### config.mk
export PLATFORM = sky130hd
export DESIGN_NAME = regula_falsi_event_time_estimator_core_flat
export DESIGN_NICKNAME = d
export VERILOG_FILES = /design/src/rtl/rfe_pkg.sv /design/src/rtl/rfe_in_if.sv /design/src/rtl/rfe_out_if.sv /design/src/rtl/rfe_muldiv.sv /design/src/rtl/regula_falsi_event_time_estimator_core.sv /design/src/flat_wrapper.sv
export SDC_FILE = /design/constraint.sdc
export NUM_CORES = 2
export LEC_CHECK = 0
export ABC_AREA = 1
export BUFFER_PORTS_ARGS = -buffer_cell sky130_fd_sc_hd__buf_2
export CORE_MARGIN = 5
export CORE_UTILIZATION = 30
export CTS_BUF_LIST = sky130_fd_sc_hd__clkbuf_2
export DETAILED_ROUTE_END_ITERATION = 10
export GPL_ROUTABILITY_DRIVEN = 1
export PLACE_DENSITY = 0.44
export SLEW_MARGIN = 20
export SYNTH_ARGS = -nofsm -noshare
export SYNTH_HDL_FRONTEND = slang
export SYNTH_SLANG_ARGS = --single-unit
### constraint.sdc
create_clock -name clk -period 13.25 [get_ports clk]
set_input_delay 0.6625 -clock clk [delete_from_list [all_inputs] [get_ports clk]]
set_output_delay 0.6625 -clock clk [all_outputs]
set_load 0.01 [all_outputs]
### src/rtl/rfe_pkg.sv
// ----------------------------------------------------------------------------
// rfe_pkg
// Shared types, widths and codes for the regula falsi event time estimator.
// ----------------------------------------------------------------------------
`default_nettype none

package rfe_pkg;

  localparam int TIME_W     = 48;   // Q32.16
  localparam int ERR_W      = 32;   // Q16.16
  localparam int TOL_W      = 31;   // unsigned Q15.16
  localparam int MODE_W     = 2;
  localparam int ITER_W     = 5;
  localparam int DT_W       = TIME_W + 1;
  localparam int PROD_W     = ERR_W + TIME_W;  // |err| * |dt| fits in 80 bits
  localparam int DIV_STEPS  = TIME_W;
  localparam int CNT_W      = $clog2(DIV_STEPS);
  localparam int CFG_IDX_W  = 1;
  localparam int CFG_DATA_W = TOL_W;

  localparam int ITER_LIMIT_DEF = 20;
  localparam logic [TOL_W-1:0] TOL_RESET = TOL_W'(66);

  // crossing mode and learned slope share one coding
  localparam logic [MODE_W-1:0] MODE_ANY  = 2'd0;
  localparam logic [MODE_W-1:0] MODE_RISE = 2'd1;
  localparam logic [MODE_W-1:0] MODE_FALL = 2'd2;

  typedef enum logic [CFG_IDX_W-1:0] {
    CFG_TOL  = 1'b0,
    CFG_MODE = 1'b1
  } cfg_idx_t;

  typedef enum logic [2:0] {
    ST_IDLE,
    ST_EVAL,
    ST_DIV,
    ST_WAIT,
    ST_DONE
  } state_t;

  typedef enum logic [2:0] {
    D_IDLE,
    D_MUL0,
    D_MUL1,
    D_SUM,
    D_CHK,
    D_STEP,
    D_FIN
  } dstate_t;

  typedef struct packed {
    logic                    start;
    logic signed [ERR_W-1:0] err;
    logic signed [DT_W-1:0]  dt;
    logic [ERR_W-1:0]        dx;     // always positive when both brackets hold
  } div_req_t;

  typedef struct packed {
    logic                     done;
    logic signed [TIME_W-1:0] quot;
  } div_rsp_t;

endpackage

`default_nettype wire

### src/rtl/rfe_in_if.sv
// ----------------------------------------------------------------------------
// rfe_in_if
// Input channel: one time/error sample per word.
// ----------------------------------------------------------------------------
`default_nettype none

interface rfe_in_if;
  logic                              valid;
  logic                              ready;
  logic signed [rfe_pkg::TIME_W-1:0] time_now;
  logic signed [rfe_pkg::ERR_W-1:0]  error_value;

  modport source (output valid, output time_now, output error_value, input ready);
  modport sink   (input valid, input time_now, input error_value, output ready);
endinterface

`default_nettype wire

### src/rtl/rfe_out_if.sv
// ----------------------------------------------------------------------------
// rfe_out_if
// Result channel: time-to-go estimate and no-estimate flag per word.
// ----------------------------------------------------------------------------
`default_nettype none

interface rfe_out_if;
  logic                              valid;
  logic                              ready;
  logic signed [rfe_pkg::TIME_W-1:0] time_to_go;
  logic                              no_estimate;

  modport source (output valid, output time_to_go, output no_estimate, input ready);
  modport sink   (input valid, input time_to_go, input no_estimate, output ready);
endinterface

`default_nettype wire

### src/rtl/rfe_muldiv.sv
// ----------------------------------------------------------------------------
// rfe_muldiv
// Shared multiply/divide unit: -err * dt / dx, truncated, saturated to 48 bits.
// One 32x32 multiplier used twice, then one restoring step per cycle.
// ----------------------------------------------------------------------------
`default_nettype none

module rfe_muldiv (
  input  wire logic              clk,
  input  wire logic              rst_n,
  input  wire rfe_pkg::div_req_t req,
  output rfe_pkg::div_rsp_t      rsp
);

  localparam int EW = rfe_pkg::ERR_W;
  localparam int TW = rfe_pkg::TIME_W;
  localparam int DW = rfe_pkg::DT_W;

  rfe_pkg::dstate_t dstate_r, dstate_nxt;

  logic [EW-1:0]            a_r;        // |err|
  logic [DW-1:0]            b_r;        // |dt|
  logic [EW-1:0]            d_r;
  logic                     neg_r;
  logic [2*EW-1:0]          prod_r;
  logic [2*EW-1:0]          lo_r;
  logic [EW-1:0]            rem_r;
  logic [TW-1:0]            num_r;      // dividend bits in, quotient bits out
  logic                     ovf_r;
  logic [rfe_pkg::CNT_W-1:0] cnt_r;

  logic [EW-1:0]   mul_b;
  logic [2*EW-1:0] mul_p;
  logic [TW-1:0]   sum_hi;
  logic [EW:0]     cur;
  logic            ge;
  logic [EW:0]     cur_sub;
  logic [EW-1:0]   err_abs;
  logic [DW-1:0]   dt_abs;
  logic            step_last;
  logic signed [TW-1:0] sat_q;
  logic            step_ovf;

  // the one multiplier, fed the low or high slice of |dt|
  assign mul_b = (dstate_r == rfe_pkg::D_MUL0) ? b_r[EW-1:0] : EW'(b_r[DW-1:EW]);
  assign mul_p = a_r * mul_b;

  assign sum_hi  = prod_r[TW-1:0] + TW'(lo_r[2*EW-1:EW]);
  assign cur     = {rem_r, num_r[TW-1]};
  assign ge      = cur >= {1'b0, d_r};
  assign cur_sub = cur - {1'b0, d_r};

  assign err_abs = req.err[EW-1] ? EW'(-req.err) : EW'(req.err);
  assign dt_abs  = req.dt[DW-1]  ? DW'(-req.dt)  : DW'(req.dt);

  assign step_last = (cnt_r == rfe_pkg::CNT_W'(rfe_pkg::DIV_STEPS - 1));
  assign step_ovf  = ovf_r || num_r[TW-1];

  always_comb begin
    if (neg_r) begin
      sat_q = step_ovf ? {1'b1, {(TW-1){1'b0}}} : TW'(-num_r);
    end else begin
      sat_q = step_ovf ? {1'b0, {(TW-1){1'b1}}} : num_r;
    end
  end

  // next state
  always_comb begin
    dstate_nxt = dstate_r;
    unique case (dstate_r)
      rfe_pkg::D_IDLE: if (req.start) dstate_nxt = rfe_pkg::D_MUL0;
      rfe_pkg::D_MUL0: dstate_nxt = rfe_pkg::D_MUL1;
      rfe_pkg::D_MUL1: dstate_nxt = rfe_pkg::D_SUM;
      rfe_pkg::D_SUM:  dstate_nxt = rfe_pkg::D_CHK;
      rfe_pkg::D_CHK:  dstate_nxt = rfe_pkg::D_STEP;
      rfe_pkg::D_STEP: if (step_last) dstate_nxt = rfe_pkg::D_FIN;
      rfe_pkg::D_FIN:  dstate_nxt = rfe_pkg::D_IDLE;
      default:         dstate_nxt = rfe_pkg::D_IDLE;
    endcase
  end

  // outputs
  always_comb begin
    rsp.done = 1'b0;
    rsp.quot = sat_q;
    unique case (dstate_r)
      rfe_pkg::D_FIN: rsp.done = 1'b1;
      default:        rsp.done = 1'b0;
    endcase
  end

  always_ff @(posedge clk) begin
    if (!rst_n) begin
      dstate_r <= rfe_pkg::D_IDLE;
    end else begin
      dstate_r <= dstate_nxt;
    end
  end

  always_ff @(posedge clk) begin
    unique case (dstate_r)
      rfe_pkg::D_IDLE: begin
        a_r   <= err_abs;
        b_r   <= dt_abs;
        d_r   <= req.dx;
        neg_r <= (req.err > 0 && req.dt > 0) || (req.err < 0 && req.dt < 0);
      end
      rfe_pkg::D_MUL0: prod_r <= mul_p;
      rfe_pkg::D_MUL1: begin
        lo_r   <= prod_r;
        prod_r <= mul_p;
      end
      rfe_pkg::D_SUM: begin
        rem_r <= sum_hi[TW-1:TW-EW];
        num_r <= {sum_hi[TW-EW-1:0], lo_r[EW-1:0]};
      end
      rfe_pkg::D_CHK: begin
        // quotient of 2^48 or more cannot be represented: saturate
        ovf_r <= rem_r >= d_r;
        cnt_r <= '0;
      end
      rfe_pkg::D_STEP: begin
        rem_r <= ge ? cur_sub[EW-1:0] : cur[EW-1:0];
        num_r <= {num_r[TW-2:0], ge};
        cnt_r <= cnt_r + 1'b1;
      end
      default: ;
    endcase
  end

`ifndef ASSERT_OFF
  a_start_idle: assert property (@(posedge clk) disable iff (!rst_n)
    req.start |-> dstate_r == rfe_pkg::D_IDLE)
    else $error("divide unit started while busy");
`endif

endmodule

`default_nettype wire

### src/rtl/regula_falsi_event_time_estimator_core.sv
// ----------------------------------------------------------------------------
// regula_falsi_event_time_estimator_core
// False-position time-to-go estimator with bracket tracking and crossing modes.
// ----------------------------------------------------------------------------
// Sequence: an accepted word is evaluated and its result loaded into the output
//   register; when an estimate is computed, the divide unit runs first (2
//   multiply passes, a range check and 48 divide steps).
// Throughput: one word at a time; the next word is taken only once the result
//   is loaded, which waits until the previous result has left the output.
// Reset: synchronous, active low; clears brackets, counters and output valid,
//   tolerance returns to 66 and crossing mode to any.
`default_nettype none

module regula_falsi_event_time_estimator_core #(
  parameter int ITER_LIMIT = rfe_pkg::ITER_LIMIT_DEF
) (
  input  wire logic                              clk,
  input  wire logic                              rst_n,
  rfe_in_if.sink                                 in_ch,
  rfe_out_if.source                              out_ch,
  input  wire logic                              cfg_we,
  input  wire logic [rfe_pkg::CFG_IDX_W-1:0]     cfg_index,
  input  wire logic [rfe_pkg::CFG_DATA_W-1:0]    cfg_wdata
);

  localparam int EW = rfe_pkg::ERR_W;
  localparam int TW = rfe_pkg::TIME_W;
  localparam int IW = rfe_pkg::ITER_W;
  localparam int MW = rfe_pkg::MODE_W;
  localparam logic [IW-1:0] ITER_LIM_C = ITER_LIMIT[IW-1:0];

  rfe_pkg::state_t state_r, state_nxt;

  // configuration
  logic [rfe_pkg::TOL_W-1:0] tol_r;
  logic [MW-1:0]             mode_r;

  // estimator state
  logic [IW-1:0]        iter_r;
  logic                 lv_r, uv_r;
  logic signed [EW-1:0] le_r, ue_r, prev_r;
  logic signed [TW-1:0] lt_r, ut_r;
  logic [MW-1:0]        slope_r;

  // captured word and pending result
  logic signed [TW-1:0] t_r;
  logic signed [EW-1:0] e_r;
  logic                 need_div_r;
  logic signed [TW-1:0] res_tgo_r;
  logic                 res_noest_r;

  // output register
  logic                 out_valid_r;
  logic signed [TW-1:0] out_tgo_r;
  logic                 out_noest_r;

  rfe_pkg::div_req_t div_req;
  rfe_pkg::div_rsp_t div_rsp;

  logic          in_take, out_load;
  logic [EW-1:0] abs_e;
  logic [EW:0]   diff, abs_diff;
  logic          in_tol, close, mode_ok, conv;
  logic          e_neg, e_pos, lv_n, uv_n, both, match;
  logic [IW-1:0] iter_n;

  // ---- evaluation of the captured word against the old state ----
  assign abs_e    = e_r[EW-1] ? EW'(-e_r) : EW'(e_r);
  assign diff     = {prev_r[EW-1], prev_r} - {e_r[EW-1], e_r};
  assign abs_diff = diff[EW] ? (EW+1)'(-diff) : diff;
  assign in_tol   = abs_e < {1'b0, tol_r};
  assign close    = abs_diff < {2'b00, tol_r};
  assign mode_ok  = (mode_r == rfe_pkg::MODE_ANY) ||
                    (mode_r == rfe_pkg::MODE_RISE && lv_r) ||
                    (mode_r == rfe_pkg::MODE_FALL && uv_r);
  assign conv     = (iter_r != '0) && (in_tol || close) && mode_ok;

  assign e_neg  = e_r[EW-1];
  assign e_pos  = !e_r[EW-1] && (e_r != '0);
  assign lv_n   = lv_r || e_neg;
  assign uv_n   = uv_r || e_pos;
  assign both   = lv_n && uv_n;
  assign iter_n = (iter_r == '1) ? iter_r : iter_r + 1'b1;
  assign match  = (mode_r == rfe_pkg::MODE_ANY) ||
                  (mode_r == rfe_pkg::MODE_RISE && slope_r == rfe_pkg::MODE_RISE) ||
                  (mode_r == rfe_pkg::MODE_FALL && slope_r == rfe_pkg::MODE_FALL);

  // ---- divide unit, fed from the updated brackets ----
  always_comb begin
    div_req.start = 1'b0;
    div_req.err   = e_r;
    div_req.dt    = {ut_r[TW-1], ut_r} - {lt_r[TW-1], lt_r};
    div_req.dx    = EW'(ue_r - le_r);
    unique case (state_r)
      rfe_pkg::ST_DIV: div_req.start = 1'b1;
      default:         div_req.start = 1'b0;
    endcase
  end

  rfe_muldiv u_muldiv (
    .clk   (clk),
    .rst_n (rst_n),
    .req   (div_req),
    .rsp   (div_rsp)
  );

  // ---- sequencer ----
  always_comb begin
    state_nxt = state_r;
    unique case (state_r)
      rfe_pkg::ST_IDLE: if (in_ch.valid) state_nxt = rfe_pkg::ST_EVAL;
      rfe_pkg::ST_EVAL: state_nxt = (!conv && both && match && !in_tol &&
                                     iter_n <= ITER_LIM_C) ? rfe_pkg::ST_DIV
                                                           : rfe_pkg::ST_DONE;
      rfe_pkg::ST_DIV:  state_nxt = rfe_pkg::ST_WAIT;
      rfe_pkg::ST_WAIT: if (div_rsp.done) state_nxt = rfe_pkg::ST_DONE;
      rfe_pkg::ST_DONE: if (!out_valid_r || out_ch.ready) state_nxt = rfe_pkg::ST_IDLE;
      default:          state_nxt = rfe_pkg::ST_IDLE;
    endcase
  end

  always_comb begin
    in_ch.ready = 1'b0;
    out_load    = 1'b0;
    unique case (state_r)
      rfe_pkg::ST_IDLE: in_ch.ready = 1'b1;
      rfe_pkg::ST_DONE: out_load    = !out_valid_r || out_ch.ready;
      default: begin
        in_ch.ready = 1'b0;
        out_load    = 1'b0;
      end
    endcase
  end

  assign in_take = in_ch.valid && in_ch.ready;

  always_ff @(posedge clk) begin
    if (!rst_n) begin
      state_r <= rfe_pkg::ST_IDLE;
    end else begin
      state_r <= state_nxt;
    end
  end

  // ---- configuration writes ----
  always_ff @(posedge clk) begin
    if (!rst_n) begin
      tol_r  <= rfe_pkg::TOL_RESET;
      mode_r <= rfe_pkg::MODE_ANY;
    end else if (cfg_we) begin
      unique case (rfe_pkg::cfg_idx_t'(cfg_index))
        rfe_pkg::CFG_TOL:  tol_r  <= cfg_wdata;
        rfe_pkg::CFG_MODE: mode_r <= cfg_wdata[MW-1:0];
        default: ;
      endcase
    end
  end

  // ---- word capture ----
  always_ff @(posedge clk) begin
    if (in_take) begin
      t_r <= in_ch.time_now;
      e_r <= in_ch.error_value;
    end
  end

  // ---- estimator state update ----
  always_ff @(posedge clk) begin
    if (!rst_n) begin
      iter_r  <= '0;
      lv_r    <= 1'b0;
      uv_r    <= 1'b0;
      le_r    <= '0;
      ue_r    <= '0;
      lt_r    <= '0;
      ut_r    <= '0;
      prev_r  <= '0;
      slope_r <= rfe_pkg::MODE_ANY;
    end else if (state_r == rfe_pkg::ST_EVAL && !conv) begin
      if (e_neg) begin
        le_r <= e_r;
        lt_r <= t_r;
      end
      if (e_pos) begin
        ue_r <= e_r;
        ut_r <= t_r;
      end
      // slope disagrees with the requested crossing: drop that side
      lv_r   <= lv_n && !(both && !match && mode_r == rfe_pkg::MODE_RISE);
      uv_r   <= uv_n && !(both && !match && mode_r == rfe_pkg::MODE_FALL);
      iter_r <= (both && match) ? iter_n : '0;
      if (both && match) begin
        prev_r <= e_r;
      end else if (both) begin
        slope_r <= rfe_pkg::MODE_ANY;
      end else if (lv_n) begin
        slope_r <= rfe_pkg::MODE_RISE;
      end else if (uv_n) begin
        slope_r <= rfe_pkg::MODE_FALL;
      end
    end
  end

  // ---- pending result ----
  always_ff @(posedge clk) begin
    if (state_r == rfe_pkg::ST_EVAL) begin
      res_tgo_r   <= '0;
      res_noest_r <= !conv && !(both && match);
      need_div_r  <= state_nxt == rfe_pkg::ST_DIV;
    end else if (state_r == rfe_pkg::ST_WAIT && div_rsp.done && need_div_r) begin
      res_tgo_r <= div_rsp.quot;
    end
  end

  // ---- output register ----
  always_ff @(posedge clk) begin
    if (!rst_n) begin
      out_valid_r <= 1'b0;
    end else if (out_load) begin
      out_valid_r <= 1'b1;
    end else if (out_ch.ready) begin
      out_valid_r <= 1'b0;
    end
  end

  always_ff @(posedge clk) begin
    if (out_load) begin
      out_tgo_r   <= res_tgo_r;
      out_noest_r <= res_noest_r;
    end
  end

  assign out_ch.valid       = out_valid_r;
  assign out_ch.time_to_go  = out_tgo_r;
  assign out_ch.no_estimate = out_noest_r;

`ifndef ASSERT_OFF
  a_take_eval: assert property (@(posedge clk) disable iff (!rst_n)
    in_take |=> state_r == rfe_pkg::ST_EVAL)
    else $error("accepted word not evaluated next cycle");

  a_noest_zero: assert property (@(posedge clk) disable iff (!rst_n)
    (out_valid_r && out_noest_r) |-> out_tgo_r == '0)
    else $error("no-estimate word carries a non-zero time-to-go");

  a_done_wait: assert property (@(posedge clk) disable iff (!rst_n)
    div_rsp.done |-> state_r == rfe_pkg::ST_WAIT)
    else $error("divide result arrived outside wait state");
`endif

endmodule

`default_nettype wire

### src/flat_wrapper.sv
// flat-port wrapper written by rule: the top's interface ports become plain ports
module regula_falsi_event_time_estimator_core_flat 
#(
  parameter int ITER_LIMIT = rfe_pkg::ITER_LIMIT_DEF
)
  (clk, rst_n, cfg_we, cfg_index, cfg_wdata, in_ch_valid, in_ch_time_now, in_ch_error_value, in_ch_ready, out_ch_valid, out_ch_time_to_go, out_ch_no_estimate, out_ch_ready);
  rfe_in_if in_ch_i ();
  rfe_out_if out_ch_i ();
  input  wire logic clk;
  input  wire logic rst_n;
  input  wire logic cfg_we;
  input  wire logic [rfe_pkg::CFG_IDX_W-1:0] cfg_index;
  input  wire logic [rfe_pkg::CFG_DATA_W-1:0] cfg_wdata;
  input wire logic [$bits(in_ch_i.valid)-1:0] in_ch_valid;
  input wire logic [$bits(in_ch_i.time_now)-1:0] in_ch_time_now;
  input wire logic [$bits(in_ch_i.error_value)-1:0] in_ch_error_value;
  output wire logic [$bits(in_ch_i.ready)-1:0] in_ch_ready;
  output wire logic [$bits(out_ch_i.valid)-1:0] out_ch_valid;
  output wire logic [$bits(out_ch_i.time_to_go)-1:0] out_ch_time_to_go;
  output wire logic [$bits(out_ch_i.no_estimate)-1:0] out_ch_no_estimate;
  input wire logic [$bits(out_ch_i.ready)-1:0] out_ch_ready;
  assign in_ch_i.valid = in_ch_valid;
  assign in_ch_i.time_now = in_ch_time_now;
  assign in_ch_i.error_value = in_ch_error_value;
  assign in_ch_ready = in_ch_i.ready;
  assign out_ch_valid = out_ch_i.valid;
  assign out_ch_time_to_go = out_ch_i.time_to_go;
  assign out_ch_no_estimate = out_ch_i.no_estimate;
  assign out_ch_i.ready = out_ch_ready;
  regula_falsi_event_time_estimator_core #(.ITER_LIMIT(ITER_LIMIT)) u_core (.clk(clk), .rst_n(rst_n), .in_ch(in_ch_i), .out_ch(out_ch_i), .cfg_we(cfg_we), .cfg_index(cfg_index), .cfg_wdata(cfg_wdata));
endmodule
== Yosys cells after proc, flatten, opt, wreduce, memory -nomap -nowiden ==
Cells that the tools add are included.
Widths: inputs -> output; s select.

* Add/subtract/negate cells: 11
* Multipliers: 1
* Divide/modulo/power cells: 0
* $lt $le $gt $ge: 9
* Equality and inequality tests: 19
* Shift-type cells: 0
* Muxes and demuxes: 30
* Bitwise logic cells: 2
* Reduce and logical (&&, ||, !) cells: 60

{| class="wikitable"
|+ Operator list
! operator !! number
|-
| $mux 48 || 4
|-
| $mux 32 || 3
|-
| $pmux 48 s2 || 1
|-
| $mul 32x32->64 || 1
|-
| $pmux 32 s2 || 1
|-
| $sub 32x32->32 || 2
|-
| $gt 49x1->1 const B || 1
|-
| $lt 49x1->1 const B || 1
|-
| $neg 49->49 || 1
|-
| $sub 48x48->49 || 1
|-
| $add 48x32->48 || 1
|-
| $neg 48->48 || 1
|-
| $ge 33x32->1 || 1
|-
| $lt 33x31->1 || 1
|-
| $mux 33 || 1
|-
| $neg 33->33 || 1
|-
| $sub 32x32->33 || 1
|-
| $ge 32x32->1 || 1
|-
| $gt 32x1->1 const B || 1
|-
| $lt 32x1->1 const B || 1
|-
| $lt 32x31->1 || 1
|-
| $neg 32->32 || 1
|-
| $reduce_bool 32->1 || 1
|-
| $logic_and 1x1->1 || 25
|-
| 30 further kinds || 78
|}

* Bits in registers: 749
* Bits in latches: 0
* Memory bits (writable): 0
* Memory bits (read-only): 0
* Input port bits: 117
* Memories: 0

== Depth between registers and ports, before layout ==
* Depth in word-level cells: 15
* Depth in mapped cells: 42
* Depth with buffers taken out: 39

== Cells and area by module ==
A second synthesis with hierarchy kept.

* Cells, all modules: 10618
* Area, all modules: 80816.3 µm²

{| class="wikitable"
|+ By module, submodules not included
! module !! times used !! cells each !! area an instance (µm²)
|-
| rfe_muldiv || 1 || 7050 || 55732.2
|-
| regula_falsi_event_time_estimator_core || 1 || 3568 || 25084.1
|}

== Worst setup path before layout ==
No wires, ideal clock.

* Path type: reg-to-reg
* From: reg u_core.u_muldiv.dstate_r[0]
* To: reg u_core.u_muldiv.dstate_r[0]
* Library setup time: 132 ps
* Arrival time: 9633 ps
* Data required time: 13118 ps
* Setup slack: 3484 ps
* Stages on the path, launching flop included: 5
* Buffers on the path: 0
* Period minus slack after synthesis: 9766 ps
* Cell sequence: dfxtp_1 > nor3_1 > o21ai_0 > nand4_1 > a21oi_1

* Longest elaborated chain between the ends: 3
* Elaborated cells between the ends (all ways): 10
* Those cells by class: eq/ne (7); mux (1); reduce/logical (2)

{| class="wikitable"
|+ Ends and longest elaborated chain
! element !! line !! RTL
|-
| from (decl) || rfe_muldiv.sv:19 || <nowiki>rfe_pkg::dstate_t dstate_r, dstate_nxt;</nowiki>
|-
| from (signal assigned) || rfe_muldiv.sv:94 || <nowiki>dstate_r <= rfe_pkg::D_IDLE;</nowiki>
|-
| from (signal assigned) || rfe_muldiv.sv:96 || <nowiki>dstate_r <= dstate_nxt;</nowiki>
|-
| $eq 3x3->1 or $logic_not 3->1 (tied branches) || rfe_muldiv.sv:70 || <nowiki>unique case (dstate_r)</nowiki>
|-
| $ne 2x2->1 (no line) or $ne 2x1->1 (tied branches) || -- ||
|-
| $reduce_and 2->1 (no line) || -- ||
|}

Parallel ways exist; a longest one is shown, timed or not.
A chain may end at the register's enable or synchronous reset.

== Worst setup path after layout ==
* From: reg u_core.u_muldiv.dstate_r[0]
* To: reg u_core.u_muldiv.prod_r[62] (data pin)

* Longest elaborated chain between the ends: 3

{| class="wikitable"
|+ Ends and longest elaborated chain
! element !! line !! RTL
|-
| $eq 3x1->1 || rfe_muldiv.sv:45 || <nowiki>assign mul_b = (dstate_r == rfe_pkg::D_MUL0) ? b_r[EW-1:0] : EW'(b_r[DW-1:EW]);</nowiki>
|-
| $mux 32 || rfe_muldiv.sv:45 ||
|-
| $mul 32x32->64 || rfe_muldiv.sv:46 || <nowiki>assign mul_p = a_r * mul_b;</nowiki>
|-
| net u_core.u_muldiv.mul_p[62] || rfe_muldiv.sv:33 || <nowiki>logic [2*EW-1:0] mul_p;</nowiki>
|-
| to (signal assigned) || rfe_muldiv.sv:108 || <nowiki>rfe_pkg::D_MUL0: prod_r <= mul_p;</nowiki>
|-
| to (signal assigned) || rfe_muldiv.sv:111 || <nowiki>prod_r <= mul_p;</nowiki>
|-
| to (decl) || rfe_muldiv.sv:25 || <nowiki>logic [2*EW-1:0] prod_r;</nowiki>
|}

The timed path passes the listed nets, and every way through them passes these cells.

==> results.md <==
- Cts hold-fix bufs: 358
- Max cap viols: 0
- Final worst-path cycle share: 78.0%
- Number of synthesized flops with an enable pin: between 400 and 500
- Skew-Pair Late Insertion Delay: 1.71 ns
- Post-route DRC: 0
- Pre-Repair DR Iteration Count: 5
- Flops & latches, synth: approximately 750
- Post-CTS Setup Repair Bufs: 0
- Initial antenna violation count: 6
- First-pass GRT wire length: 418000 µm
- Unique masters post-synth: 58
- Post-cts gate resize count: 0
- Post-synth top flop: edfxtp_1
- Fill cell count: 27000
- Final HPWL DP: 219000 µm
- Clock-pin slew on the worst setup and hold paths: 0.11 ns
- Setup tns final: 0 ns
- GRT Total Usage: 20.7%
- Seq/Total Area, Yosys: 25.5%
- Status: finished, final reports clean
- Die H: ~520 µm
- Area delta synth->final: 13.4%
- YS warnings: 0
- Routed via count: 65100
- Worst-Margin Slew: 1.18 ns
- Leading area contributor after synthesis: fa_1
- Routed Antenna Nets: 0
- WL final: 277000 µm
- Hold slack: 0.328 ns
- Syn Nets: 11300
- Initial Util: approximately 30%
- Final-stage net count: 11800
- Vias per Instance: 4.73
- Vias in the first global route: between 60000 and 70000
- Pins over their slew limit: 0
- IO Port Bufs: ~170
- Largest stage delay, worst path: 1.08 ns
- Yosys top cell area share: 23.5%
- Final setup vio count: 0
- RSZ-0062 raised after global routing: false
- CTS root buffer: clkbuf_2
- Synth Instances: a little under 10000
- CP required: around 15 ns
- Share of layout cells above drive strength 1: 6.79%
- Post-layout minimum cycle time: about 10 ns
- Final Core Density: 34.2%
- Post-synth ARST share: 0%
- Chip Width: ~520 µm
- Final Hold Fails: 0
- H-Tree Level Count: 4
- Die area: 0.266 mm²
- Worst EP arrival: around 12 ns
- Clock Skew: between 0.15 and 0.2 ns
- Slowest CP cell: o21ai_0
- Largest net degree at the start of global routing: 85
- Max Root-Sink Buffers: 3
- Avg Cell Area, Syn: 7.92 µm²
- Core Rows: 185
- Initial drt markers: 3997
- TritonCTS clock tree: done
- I/O pin total: 168
- Crit path capture type: register
- Hold Path Class: register to register
- FMAX: between 0.09 and 0.1 GHz
- CP Launch Type: register
- Post-Syn Area: approximately 0.077 mm²
- GPL Wtd Cong: 0.944
- CTS Buf Count: 204
- CTS Sinks: 749
- Critical path start-end classification: register to register
- Drt wl/cell: approximately 20 µm
- Core area: 0.255 mm²
- Rel. slew slack: 20.3%
- GR Overflow Total: 0
- Peak fanout along the critical path: 20
- Most area-consuming cells after synthesis: fa_1 23%, edfxtp_1 18%, nand2_1 11%
## cell usage in the layout, fill, tap and decap left out, types with 33 or more instances in the layout
cell and n:
clkbuf_2 322, a21oi_1 420, a31oi_1 47, ha_1 537
nand4_1 64, o21ai_0 352, inv_1 1911, dfxtp_1 289
nor3_1 85, nand3_1 197, nor4_1 39, nor2_1 1162
buf_4 113, xor2_1 196, buf_2 166, dlygate4sd3_1 357
xnor2_1 103, nand2_1 2313, fa_1 901, clkinv_1 42
o211ai_1 33, edfxtp_1 460
## flip-flops by register name, summed over array words and instances (netlist names), 32 cells and up
signal / count
u_core.e_r: 32
u_core.le_r: 32
u_core.lt_r: 48
u_core.out_ch.time_to_go: 48
u_core.prev_r: 32
u_core.res_tgo_r: 48
u_core.t_r: 48
u_core.u_muldiv.a_r: 32
u_core.u_muldiv.b_r: 49
u_core.u_muldiv.d_r: 32
u_core.u_muldiv.lo_r: 64
u_core.u_muldiv.num_r: 48
u_core.u_muldiv.prod_r: 64
u_core.u_muldiv.rem_r: 32
u_core.ue_r: 32
u_core.ut_r: 48
## metal layers
layer	global-route usage, %	share of wire [%]	vias up
met5	0	0	-
met4	6.74	3.5	0
met3	3.13	5.4	437
met2	34.2	46	1800
met1	27.8	45	31900
li1	-	-	31000
## metrics by stage
step | cell area (µm²) | std cells | setup WS [ns]
final | 87100 | 13800 | 2.92
after global routing | 87100 | 13800 | 2.50
after CTS | 87100 | 13800 | 2.99
after detailed placement | 81500 | 13000 | 3.00
after global placement | 81500 | 13000 | 2.79
after floorplan | 76900 | 9702 | 3.48
## final timing paths
check	startpoint	endpoint	slack [ns]	cells after the start
worst max-delay path	u_core.u_muldiv.dstate_r[0]$_SDFFE_PN0P_	u_core.u_muldiv.prod_r[62]$_DFFE_PP_	2.92	32
worst min-delay path	u_core.res_tgo_r[24]$_SDFFE_PN0P_	u_core.out_ch.time_to_go[24]$_DFFE_PP_	0.33	0
worst max register to register	u_core.u_muldiv.dstate_r[0]$_SDFFE_PN0P_	u_core.u_muldiv.prod_r[62]$_DFFE_PP_	2.92	32
worst min register to register	u_core.res_tgo_r[24]$_SDFFE_PN0P_	u_core.out_ch.time_to_go[24]$_DFFE_PP_	0.33	0
## cells in the mapped netlist (10+ instances only)
library cell,number
xor2_1,196
nand4_1,64
nand3_1,198
nand2_1,2316
ha_1,537
o211ai_1,33
o21bai_1,18
buf_2,26
a31oi_1,47
o31ai_1,10
dfxtp_1,289
a21boi_0,20
nor2_1,1166
nor4_1,39
nor3_1,87
buf_6,10
or2_2,32
a21o_1,19
xnor2_1,103
buf_1,33
o221ai_1,19
a21oi_1,420
clkbuf_1,255
o21ai_0,357
nand3b_1,12
o21a_1,24
inv_1,1918
edfxtp_1,460
fa_1,901
## area by class of cell
cell class	count	area [µm²]	share of cell area [%]
repair buffers	638	5290	6.07
clock inverters	61	443	0.508
clock buffers	322	1610	1.85
inverters	1933	7260	8.33
multi-input cells	6687	48700	55.9
diodes	8	20.0	0.0230
well taps	3366	4210	4.83
flip-flops and latches	749	19600	22.5
## worst max-delay path: cells and delay by family (launching register included)
kind / cells / cell delay, ns
DFF: 1 / 0.42
adders and majority gates: 9 / 4.29
AOI/OAI and AO/OA: 5 / 1.85
xor gates and xnor gates: 1 / 0.16
and+or+nand+nor: 8 / 1.47
buffers and inverters: 9 / 1.88
## logic make-up after synthesis
group / after synthesis / synth area share, %
AOI/OAI and AO/OA: 1005 / 7.27
DFF: 749 / 25.5
adders and majority gates: 1438 / 32.2
muxes: 1 / 0.0130
and+or+nand+nor: 3944 / 20.3
buffers and inverters: 2266 / 11.3
xor gates and xnor gates: 299 / 3.41
Power is left out: the tool's default activity adds up to more than one toggle a clock period on the data nets, which glitch-free logic cannot reach.
